**config.mk**
```make
export PLATFORM = sky130hd
export DESIGN_NAME = bam_led_double_buffered_driver
export DESIGN_NICKNAME = d
export VERILOG_FILES = /design/src/bamd_pkg.sv /design/src/bamd_plane_timer.sv /design/src/bam_led_double_buffered_driver.sv
export SDC_FILE = /design/constraint.sdc
export NUM_CORES = 2
export LEC_CHECK = 0
export BUFFER_PORTS_ARGS = -buffer_cell sky130_fd_sc_hd__clkbuf_2
export CAP_MARGIN = 20
export CORE_MARGIN = 10
export CORE_UTILIZATION = 50
export DETAILED_ROUTE_END_ITERATION = 8
export PLACE_DENSITY = 0.73
export SKIP_CTS_REPAIR_TIMING = 1
export SLEW_MARGIN = 10
export SYNTH_ARGS = -nofsm -noshare
export SYNTH_HDL_FRONTEND = slang
export SYNTH_SLANG_ARGS = --single-unit
```
**constraint.sdc**
```tcl
create_clock -name clk -period 6.7 [get_ports clk]
set_input_delay 0.67 -clock clk [delete_from_list [all_inputs] [get_ports clk]]
set_output_delay 0.67 -clock clk [all_outputs]
set_load 0.01 [all_outputs]
```
**src/bamd_pkg.sv**
```systemverilog
// ----------------------------------------------------------------------------
// bamd_pkg
// Shared types and constants of the bit-angle-modulation LED driver.
// ----------------------------------------------------------------------------
package bamd_pkg;

    localparam int OP_W      = 3;
    localparam int CFG_IDX_W = 2;
    localparam int CFG_W     = 10;
    localparam int CCOUNT_W  = 7;
    localparam int BASE_W    = 10;
    localparam int CHAN_W    = 6;
    localparam int VAL_IN_W  = 8;
    localparam int PLANE_OUT_W = 3;

    localparam logic [OP_W-1:0] OP_SET   = 3'd0;
    localparam logic [OP_W-1:0] OP_FILL  = 3'd1;
    localparam logic [OP_W-1:0] OP_SWAP  = 3'd2;
    localparam logic [OP_W-1:0] OP_CLEAR = 3'd3;
    localparam logic [OP_W-1:0] OP_TICK  = 3'd4;

    localparam logic [CFG_IDX_W-1:0] CFG_CHANNEL_COUNT = 2'd0;
    localparam logic [CFG_IDX_W-1:0] CFG_BASE_TICKS    = 2'd1;

    localparam logic [CCOUNT_W-1:0] CHANNEL_COUNT_RESET = 7'd16;
    localparam logic [BASE_W-1:0]   BASE_TICKS_RESET    = 10'd40;

    typedef struct packed {
        logic display_sel;
        logic display_sel_next;
        logic started;
        logic swapped;
    } timer_status_t;

endpackage

```
**src/bamd_plane_timer.sv**
```systemverilog
// ----------------------------------------------------------------------------
// bamd_plane_timer
// Bit plane sequencing: tick counter, plane index, pending swap and the
// display buffer select.
// ----------------------------------------------------------------------------
module bamd_plane_timer #(
    parameter int VALUE_BITS = 8
) (
    input  logic                         clk,
    input  logic                         rst_n,
    input  logic                         tick_en,
    input  logic                         swap_req,
    input  logic [bamd_pkg::BASE_W-1:0]  base_ticks,
    output logic [(VALUE_BITS > 1 ? $clog2(VALUE_BITS) : 1)-1:0] plane_next,
    output bamd_pkg::timer_status_t      status
);
    import bamd_pkg::*;

    localparam int PLANE_W = (VALUE_BITS > 1) ? $clog2(VALUE_BITS) : 1;
    localparam int TICK_W  = BASE_W + VALUE_BITS - 1;
    localparam logic [PLANE_W-1:0] LAST_PLANE = PLANE_W'(VALUE_BITS - 1);

    logic [TICK_W-1:0]  tick_reg, tick_next;
    logic [PLANE_W-1:0] plane_reg;
    logic               pending_reg, pending_next;
    logic               disp_reg, disp_next;
    logic [TICK_W-1:0]  base_ext;
    logic [TICK_W-1:0]  dur;
    logic [TICK_W:0]    tick_inc;
    logic               plane_end;
    logic               wrap;

    always_comb
    begin
        base_ext = (base_ticks == '0) ? TICK_W'(1) : TICK_W'(base_ticks);
        dur      = base_ext << plane_reg;
        tick_inc = {1'b0, tick_reg} + (TICK_W+1)'(1);
        plane_end = tick_en && (tick_inc >= {1'b0, dur});
        wrap      = plane_end && (plane_reg == LAST_PLANE);
    end

    always_comb
    begin
        tick_next    = tick_reg;
        plane_next   = plane_reg;
        pending_next = pending_reg || swap_req;
        disp_next    = disp_reg;
        if (tick_en)
        begin
            tick_next = plane_end ? '0 : tick_inc[TICK_W-1:0];
        end
        if (plane_end)
        begin
            plane_next = wrap ? '0 : plane_reg + PLANE_W'(1);
        end
        if (wrap && pending_reg)
        begin
            disp_next    = ~disp_reg;
            pending_next = 1'b0;
        end
    end

    always_comb
    begin
        status.display_sel      = disp_reg;
        status.display_sel_next = disp_next;
        status.started          = plane_end;
        status.swapped          = wrap && pending_reg;
    end

    always_ff @(posedge clk or negedge rst_n)
    begin
        if (!rst_n)
        begin
            tick_reg    <= '0;
            plane_reg   <= '0;
            pending_reg <= 1'b0;
            disp_reg    <= 1'b0;
        end
        else
        begin
            tick_reg    <= tick_next;
            plane_reg   <= plane_next;
            pending_reg <= pending_next;
            disp_reg    <= disp_next;
        end
    end

endmodule

```
**src/bam_led_double_buffered_driver.sv**
```systemverilog
// ----------------------------------------------------------------------------
// bam_led_double_buffered_driver
// Double-buffered 8-bit bit-angle-modulation LED driver with lit-channel
// output per beat.
// ----------------------------------------------------------------------------
// Result beat: registered, valid in the cycle after its input beat.
// Throughput: one beat per cycle; the result register stalls input only
// while a result waits with out_ready low.
// Reset: both channel buffers, timer and pending swap cleared; channel_count
// 16, base_ticks 40. No clearing pass.
// ----------------------------------------------------------------------------
module bam_led_double_buffered_driver #(
    parameter int MAX_CHANNELS = 64,
    parameter int VALUE_BITS   = 8
) (
    input  logic                              clk,
    input  logic                              rst_n,
    input  logic                              cfg_we,
    input  logic [bamd_pkg::CFG_IDX_W-1:0]    cfg_index,
    input  logic [bamd_pkg::CFG_W-1:0]        cfg_data,
    input  logic                              in_valid,
    output logic                              in_ready,
    input  logic [bamd_pkg::OP_W-1:0]         op,
    input  logic [bamd_pkg::CHAN_W-1:0]       channel,
    input  logic [bamd_pkg::VAL_IN_W-1:0]     value,
    output logic                              out_valid,
    input  logic                              out_ready,
    output logic [MAX_CHANNELS-1:0]           lit_channels,
    output logic [bamd_pkg::PLANE_OUT_W-1:0]  plane_bit,
    output logic                              plane_started,
    output logic                              frame_swapped
);
    import bamd_pkg::*;

    localparam int PLANE_W = (VALUE_BITS > 1) ? $clog2(VALUE_BITS) : 1;

    logic [CCOUNT_W-1:0]   channel_count_reg;
    logic [BASE_W-1:0]     base_ticks_reg;
    logic [VALUE_BITS-1:0] buf_a_reg [MAX_CHANNELS];
    logic [VALUE_BITS-1:0] buf_a_next [MAX_CHANNELS];
    logic [VALUE_BITS-1:0] buf_b_reg [MAX_CHANNELS];
    logic [VALUE_BITS-1:0] buf_b_next [MAX_CHANNELS];
    logic                  out_valid_reg, out_valid_next;
    logic [MAX_CHANNELS-1:0] lit_reg, lit_next;
    logic [PLANE_OUT_W-1:0]  plane_out_reg;
    logic                  started_reg, swapped_reg;
    logic                  fire;
    logic                  do_set, do_fill, do_clear, do_swap, do_tick;
    logic [11:0]           value_wide;
    logic [VALUE_BITS-1:0] val_m;
    logic                  set_ok;
    logic [PLANE_W-1:0]    plane_next;
    logic [PLANE_W+2:0]    plane_wide;
    timer_status_t         tstat;

    assign in_ready = !out_valid_reg || out_ready;
    assign fire     = in_valid && in_ready;

    always_comb
    begin
        do_set   = 1'b0;
        do_fill  = 1'b0;
        do_clear = 1'b0;
        do_swap  = 1'b0;
        do_tick  = 1'b0;
        case (op)
            OP_SET:   do_set   = fire;
            OP_FILL:  do_fill  = fire;
            OP_SWAP:  do_swap  = fire;
            OP_CLEAR: do_clear = fire;
            OP_TICK:  do_tick  = fire;
            default:  ;
        endcase
    end

    bamd_plane_timer #(
        .VALUE_BITS (VALUE_BITS)
    ) u_timer (
        .clk        (clk),
        .rst_n      (rst_n),
        .tick_en    (do_tick),
        .swap_req   (do_swap || do_clear),
        .base_ticks (base_ticks_reg),
        .plane_next (plane_next),
        .status     (tstat)
    );

    always_comb
    begin
        value_wide = {4'b0, value};
        val_m      = value_wide[VALUE_BITS-1:0];
        set_ok     = ({1'b0, channel} < channel_count_reg)
                     && (CCOUNT_W'(channel) < CCOUNT_W'(MAX_CHANNELS));
    end

    // draw buffer is the one not displayed
    always_comb
    begin
        for (int c = 0; c < MAX_CHANNELS; c++)
        begin
            logic active;
            logic wr;
            logic [VALUE_BITS-1:0] wdata;
            active = CCOUNT_W'(c) < channel_count_reg;
            wr     = active && ((do_set && set_ok && (channel == CHAN_W'(c)))
                                || do_fill || do_clear);
            wdata  = do_clear ? '0 : val_m;
            buf_a_next[c] = buf_a_reg[c];
            buf_b_next[c] = buf_b_reg[c];
            if (wr && tstat.display_sel)
            begin
                buf_a_next[c] = wdata;
            end
            if (wr && !tstat.display_sel)
            begin
                buf_b_next[c] = wdata;
            end
        end
    end

    always_comb
    begin
        for (int c = 0; c < MAX_CHANNELS; c++)
        begin
            logic [VALUE_BITS-1:0] shown;
            shown = tstat.display_sel_next ? buf_b_next[c] : buf_a_next[c];
            lit_next[c] = (CCOUNT_W'(c) < channel_count_reg) && shown[plane_next];
        end
        plane_wide = {3'b0, plane_next};
    end

    always_comb
    begin
        out_valid_next = out_valid_reg;
        if (fire)
        begin
            out_valid_next = 1'b1;
        end
        else if (out_ready)
        begin
            out_valid_next = 1'b0;
        end
    end

    always_ff @(posedge clk or negedge rst_n)
    begin
        if (!rst_n)
        begin
            channel_count_reg <= CHANNEL_COUNT_RESET;
            base_ticks_reg    <= BASE_TICKS_RESET;
        end
        else if (cfg_we)
        begin
            case (cfg_index)
                CFG_CHANNEL_COUNT: channel_count_reg <= cfg_data[CCOUNT_W-1:0];
                CFG_BASE_TICKS:    base_ticks_reg    <= cfg_data[BASE_W-1:0];
                default:           ;
            endcase
        end
    end

    always_ff @(posedge clk or negedge rst_n)
    begin
        if (!rst_n)
        begin
            for (int c = 0; c < MAX_CHANNELS; c++)
            begin
                buf_a_reg[c] <= '0;
                buf_b_reg[c] <= '0;
            end
        end
        else
        begin
            buf_a_reg <= buf_a_next;
            buf_b_reg <= buf_b_next;
        end
    end

    always_ff @(posedge clk or negedge rst_n)
    begin
        if (!rst_n)
        begin
            out_valid_reg <= 1'b0;
        end
        else
        begin
            out_valid_reg <= out_valid_next;
        end
    end

    always_ff @(posedge clk)
    begin
        if (fire)
        begin
            lit_reg       <= lit_next;
            plane_out_reg <= plane_wide[PLANE_OUT_W-1:0];
            started_reg   <= tstat.started;
            swapped_reg   <= tstat.swapped;
        end
    end

    assign out_valid     = out_valid_reg;
    assign lit_channels  = lit_reg;
    assign plane_bit     = plane_out_reg;
    assign plane_started = started_reg;
    assign frame_swapped = swapped_reg;

endmodule
```
# [Word level (Yosys, flattened, before mapping)]
# Cells that the tools add are included.
[word_totals] register_bits=1133 in_bits=34
[op_classes] add_sub_neg=2 n_lt_le_gt_ge=67 eq_ne=69 shift=1 mux=334 bitwise_logic=1 reduce_logical=465
[op_table] operator="2-to-1 mux 8 bit" count=193
[op_table] operator="logical AND 1 bit" count=325
[op_table] operator="less-than comparator 6 x 7 -> 1 bit (first input constant)" count=32
[op_table] operator="binary-select mux 1 bit (select 3 bit)" count=64
[op_table] operator="equality test 6 bit (second input constant)" count=32
[op_table] operator="logical OR 1 bit" count=131
[op_table] operator="less-than comparator 5 x 7 -> 1 bit (first input constant)" count=16
[op_table] operator="equality test 6 x 5 -> 1 bit (second input constant)" count=16
[op_table] operator="2-to-1 mux 1 bit" count=73
[op_table] operator="less-than comparator 4 x 7 -> 1 bit (first input constant)" count=8
[op_table] operator="equality test 6 x 4 -> 1 bit (second input constant)" count=8
[op_table] operator="less-than comparator 3 x 7 -> 1 bit (first input constant)" count=4
[op_table] operator="equality test 6 x 3 -> 1 bit (second input constant)" count=4
[op_table] operator="adder 17 x 1 -> 18 bit (second input constant)" count=1
[op_table] operator="greater-or-equal comparator 18 x 17 -> 1 bit" count=1
[op_table] operator="2-to-1 mux 17 bit" count=1
[op_table] operator="left shift 17 x 3 -> 17 bit" count=1
[op_table] operator="less-than comparator 1 x 7 -> 1 bit (first input constant)" count=2
[op_table] operator="less-than comparator 2 x 7 -> 1 bit (first input constant)" count=2
[op_table] operator="equality test 6 x 2 -> 1 bit (second input constant)" count=2
[op_table] operator="logical NOT 10 bit" count=1
[op_table] operator="2-to-1 mux 10 bit" count=1
[op_table] operator="less-than comparator 6 x 7 -> 1 bit" count=1
[op_table] operator="equality test 3 x 2 -> 1 bit (second input constant)" count=2
[op_table] operator="other kinds (14)" count=18

# [Depth between registers and ports, before layout]
[depth] depth_word=15 ltp_mapped=25

# [Cells and area by module]
# From an unflattened synthesis, not the netlist that was laid out.
[unflattened] hier_cells=6040 hier_area_um2=57898.0
[modules_own_cells] mod="bam_led_double_buffered_driver" instances=1 cells_per_inst=5812 area_each_um2=55867.3
[modules_own_cells] mod="bamd_plane_timer" instances=1 cells_per_inst=228 area_each_um2=2030.7

# [Least setup slack after synthesis]
# OpenSTA, ideal clock, no wires.
[synth_timing] kind="input port to flip-flop" from="in out_ready" to="reg lit_reg[57] (netlist: lit_channels[57]), data pin" setup_ns=0.259 arrival_ns=4.595 required_ns=6.441 setup_slack_ns=1.846 cell_stages=13 path_buffers=3 path_cell_list="nand2b_1 > and2_1 > nand3_1 > or3_1 > o22a_1 > inv_2 > buf_4 > buf_4 > buf_2 > nor2_1 > o32ai_1 > nor4_1 > a211o_1"
[synth_between] elab_chain_len=14 elab_cells_between_ends=26 classes_between="mux (13); reduce/logical (13)"
[synth_lines] element="start: declaration" line="bam_led_double_buffered_driver.sv:27" source="input logic out_ready,"
[synth_lines] element="logical OR 1 bit (*)" line="bam_led_double_buffered_driver.sv:56" source="assign in_ready = !out_valid_reg || out_ready;"
[synth_lines] element="logical AND 1 bit (*)" line="bam_led_double_buffered_driver.sv:57" source="assign fire = in_valid && in_ready;"
[synth_lines] element="named net fire" line="bam_led_double_buffered_driver.sv:47" source="logic fire;"
[synth_lines] element="2-to-1 mux 1 bit" line="bam_led_double_buffered_driver.sv:66" source="case (op)"
[synth_lines] element="logical AND 1 bit (2 in series)" line="bam_led_double_buffered_driver.sv:105" source="wr = active && ((do_set && set_ok && (channel == CHAN_W'(c)))"
[synth_lines] element="logical OR 1 bit (2 in series)" line="bam_led_double_buffered_driver.sv:106" source="|| do_fill || do_clear);"
[synth_lines] element="logical AND 1 bit" line="bam_led_double_buffered_driver.sv:105"
[synth_lines] element="logical AND 1 bit, on equally long branches" line="bam_led_double_buffered_driver.sv:110, bam_led_double_buffered_driver.sv:114"
[synth_lines] element="2-to-1 mux 8 bit, on equally long branches" line="bam_led_double_buffered_driver.sv:110, bam_led_double_buffered_driver.sv:114"
[synth_lines] element="2-to-1 mux 8 bit" line="bam_led_double_buffered_driver.sv:126" source="shown = tstat.display_sel_next ? buf_b_next[c] : buf_a_next[c];"
[synth_lines] element="binary-select mux 1 bit (select 3 bit) (*)" line="bam_led_double_buffered_driver.sv:127" source="lit_next[c] = (CCOUNT_W'(c) < channel_count_reg) && shown[plane_next];"
[synth_lines] element="2-to-1 mux 1 bit (not written as such) (*)" line="bam_led_double_buffered_driver.sv:127"
[synth_lines] element="logical AND 1 bit (*)" line="bam_led_double_buffered_driver.sv:127"
[synth_lines] element="named net lit_next[57]" line="bam_led_double_buffered_driver.sv:44" source="logic [MAX_CHANNELS-1:0] lit_reg, lit_next;"
[synth_lines] element="end signal: assignment" line="bam_led_double_buffered_driver.sv:195" source="lit_reg <= lit_next;"
[synth_lines] element="end: declaration" line="bam_led_double_buffered_driver.sv:44"
# The timed path passes the listed nets; every way through them passes the cells marked *. The select of a mux whose other input is x is not followed.
# A chain may end at the register's enable or synchronous reset.

# [Worst setup path in the final report]
[layout_timing] from="reg u_timer.tick_reg[0]" to="reg lit_reg[57] (netlist: lit_channels[57]), data pin"
[layout_between] elab_chain_len=10 elab_cells_between_ends=12 classes_between="add/sub (1); order compare (1); mux (6); reduce/logical (4)"
[layout_lines] element="start: declaration" line="bamd_plane_timer.sv:23" source="logic [TICK_W-1:0] tick_reg, tick_next;"
[layout_lines] element="start signal: assignment" line="bamd_plane_timer.sv:82" source="tick_reg <= tick_next;"
[layout_lines] element="adder 17 x 1 -> 18 bit (*)" line="bamd_plane_timer.sv:37" source="tick_inc = {1'b0, tick_reg} + (TICK_W+1)'(1);"
[layout_lines] element="greater-or-equal comparator 18 x 17 -> 1 bit (*)" line="bamd_plane_timer.sv:38" source="plane_end = tick_en && (tick_inc >= {1'b0, dur});"
[layout_lines] element="logical AND 1 bit (*)" line="bamd_plane_timer.sv:38"
[layout_lines] element="logical AND 1 bit" line="bamd_plane_timer.sv:39" source="wrap = plane_end && (plane_reg == LAST_PLANE);"
[layout_lines] element="logical AND 1 bit" line="bamd_plane_timer.sv:56" source="if (wrap && pending_reg)"
[layout_lines] element="2-to-1 mux 1 bit" line="bamd_plane_timer.sv:56"
[layout_lines] element="2-to-1 mux 8 bit" line="bam_led_double_buffered_driver.sv:126"
[layout_lines] element="binary-select mux 1 bit (select 3 bit) (*)" line="bam_led_double_buffered_driver.sv:127"
[layout_lines] element="2-to-1 mux 1 bit (not written as such) (*)" line="bam_led_double_buffered_driver.sv:127"
[layout_lines] element="logical AND 1 bit (*)" line="bam_led_double_buffered_driver.sv:127"
[layout_lines] element="named net lit_next[57]" line="bam_led_double_buffered_driver.sv:44"
# Marks and branches as above.

==> run summary <==
Core Footprint = 108600 um^2
Syn_area_per_cell = 10.52 um^2
Critical Path Sink Type = register
Final TNS setup = 0 ns
Synth warnings = 0
Highest cell delay on the worst timing path = 0.67 ns
Cell-by-cell listing of the critical path = ha_1 > nand3_1 > nor2_1 > and3_1 > and3_1 > and3_1 > nand3_1 > xnor2_1 > ha_1 > nand4_1 > o221ai_1 > a21oi_1 > nor2b_1 > o21ai_2 > mux2i_4 > buf_4 > nand2_1 > o32ai_1 > nor4_1 > a211o_1
CTS clock-pin slew for the worst setup and hold paths = 0.06 ns
Height of the die = 350.3 um
Clk root buf = clkbuf_16
Wire length per cell after detailed routing = 24.56 um
Antenna violations before repair = 14
CTS HTree Levels = 3
Critical Path Start Type = register
Number of port buffers = 104
Vias per Instance = 6.247
Status = finished, final reports clean
Via count of the first global-routing pass = 41250
Top cell type's share of synthesized area = 48.69%
Met1 capacity usage during global routing = 34.88%
Total die area = 122700 um^2
Distinct cell type count of the synthesized netlist = 84
Cts bufs inserted = 119
Routing layer with the top usage in global route = met2
Residual antenna-violating net count after detailed routing = 0
Max Freq = 0.1714 GHz
Remaining Overflow, GRT = 0
Ports placed on the boundary = 105
Maximum number of pins on one net before global-route repair = 179
Number of placement rows = 121
Hold_ws = 0.03350 ns
Detailed-route via count = 41710
Detailed-placement wirelength estimate = 97440 um
Share of layout cells above drive strength 1 = 25.51%
Setup violation total in the final timing report = 0
First-pass GRT wire length = 251900 um
Prevailing post-synth register cell = dfrtp_1
Max-slew headroom = 14.82%
Initial Util = 50.24%
Cell with the most instances on the worst path = and3_1
Cell accounting for the most synthesized area = dfrtp_1
Final nets = 5219
Residual DRC count = 0
Kind of critical path = reg -> reg
Later-pin clock latency in the skew report = 0.75 ns
Number of DRC markers after the initial detailed-route iteration = 4139
Library cell contributing the largest single delay on the critical path = buf_4
Routing usage on met3 = 6.461%
Netlist area before placement = 54530 um^2
Clk buf depth = 3
Clock tree from TritonCTS = yes
Number of slew-limit violations in the final report = 0
Post-route minimum period = 5.833 ns
Horizontal extent of the die = 350.3 um
Area contributors post-synth = dfrtp_1, mux2_2, nand2_1, edfxtp_1, o21ai_0
Required arrival time at the worst endpoint = 7.20 ns
Data arrival at the endpoint of the critical path = 6.33 ns
Highest ir drop seen on vdd = 0.0002326 V
RSZ-0062 raised after global routing = false
Leakage power total = 26.27 nW
Post-synth net total = 5242
Synthesis-to-layout area growth = 11.36%
Met2 layer usage reported by global route = 40.52%
Tot GR Track Use = 26.32%
Number of synthesized flops with an enable pin = 69
Count of mapped cells out of synthesis = 5183
Final routed wirelength across all metal layers = 164000 um
Routability cong. = 0.8945
Detailed-routing iteration count for the pre-antenna-repair pass = 8
Total clock sinks = 1133
Clock skew = 0.04596 ns
Worst-margin pin slew = 1.273 ns
PD cells = 329.3 nW/um^2
Synthesis-stage register bit count = 1133
Final hold violations = 0
# Max-Cap Violations = 0
Maximum fanout along the worst path = 45
Sequential area share after synthesis = 52.63%
Share of async-settable or async-resettable flops after synthesis = 93.91%
Min-delay worst type = in -> async
Period utilization = 87.06%
power by group:
| group | leakage (nW) | switching, mW | internal, mW |
|---|---|---|---|
| logic | 9.88 | 2.39 | 1.70 |
| registers | 14.4 | 0.787 | 8.45 |
| clock network | 1.95 | 2.83 | 3.85 |
| total | 26.3 | 6.00 | 14.0 |
area by class of cell:
cell class	count	area, um^2
Clock buffer	168	3413
Timing Repair Buffer	299	2251
Fill cell	9055	47820
Antenna cell	2	5.005
Tap cell	1414	1769
Inverter	21	91.34
Clock inverter	53	530.5
Multi-Input combinational cell	3586	23970
Sequential cell	1133	28700
synthesized netlist by cell type, types with 44 or more instances:
cell type	instances
o21ai_0	344
nor4_1	45
edfxtp_1	69
mux2_2	772
dfrtp_1	1061
or3_1	53
nand3_1	166
o311ai_0	58
a21oi_1	198
nand2_1	795
mux2i_1	68
nor3_1	300
buf_2	133
clkbuf_1	272
nor2_1	266
a31oi_1	44
critical path, delay by kind of cell (launching register included):
| kind | cells | cell delay [ns] |
|---|---|---|
| AOI/OAI and AO/OA | 5 | 1.19 |
| xor gates and xnor gates | 1 | 0.21 |
| adders and majority gates | 2 | 0.53 |
| buffers and inverters | 1 | 0.67 |
| DFF | 1 | 0.44 |
| muxes | 1 | 0.42 |
| and+or+nand+nor | 10 | 2.12 |
path summary, 6_finish.rpt:
kind	from	to	slack (ns)	cells after the start
min in group clk	in_valid	out_valid	0.18	3
setup reg to reg	u_timer.tick_reg[0]	lit_channels[57]	0.87	20
max in group asynchronous	rst_n	buf_a_reg[31]	4.96	2
setup / recovery	u_timer.tick_reg[0]	lit_channels[57]	0.87	20
hold reg to reg	buf_a_reg[315]	buf_a_reg[315]	0.47	2
hold / removal	rst_n	buf_b_reg[278]	0.03	1
through the flow:
step           cell area, um^2  power [mW]  instances  utilization, %  worst slack, ns
2_1_floorplan            54530       11.85       5183               -            1.846
6_report                 60730       20.00       6676           55.95           0.8667
3_5_place_dp             56690       13.36       6444           52.22            1.016
5_1_grt                  60720       20.88       6674           55.94           0.5688
4_1_cts                  60630       20.00       6665           55.85            1.004
3_3_place_gp             56670       13.17       6443           52.21           0.9917
kinds of logic (layout without fill, tap and decap cells):
family          after synthesis  after routing  synth area share [%]
mux                         869            869                 17.88
buf+inv                     464            541                 3.595
simple gates               1813           1813                 15.17
fa+ha+maj                    25             25                0.5736
flops                      1133           1133                 52.63
xor+xnor                     15             15                0.2409
other cells                   0              2                     0
compound gates              864            864                 9.905
metal layers:
metal	routed length [um]	vias up
met5	123	-
met4	7791	20
met3	16680	466
met2	73390	1980
met1	66000	20900
li1	-	18340
layout by cell type (no fill, tap or decap), types with 15 or more instances in the layout:
master,n
a21oi_1,198
a21oi_2,15
a31oi_1,43
and3_1,40
buf_12,18
buf_4,173
clkbuf_1,25
clkbuf_16,120
clkbuf_2,103
clkbuf_8,23
clkinv_2,26
dfrtp_1,1061
edfxtp_1,69
ha_1,25
inv_1,17
mux2_1,23
mux2_2,772
mux2i_1,65
nand2_1,794
nand3_1,165
nand3b_1,42
nor2_1,266
nor3_1,300
nor3b_1,25
nor4_1,45
o21ai_0,344
o21ai_1,35
o311a_1,30
o311ai_0,58
or3_1,53
Power figures use the tool's default switching activity.
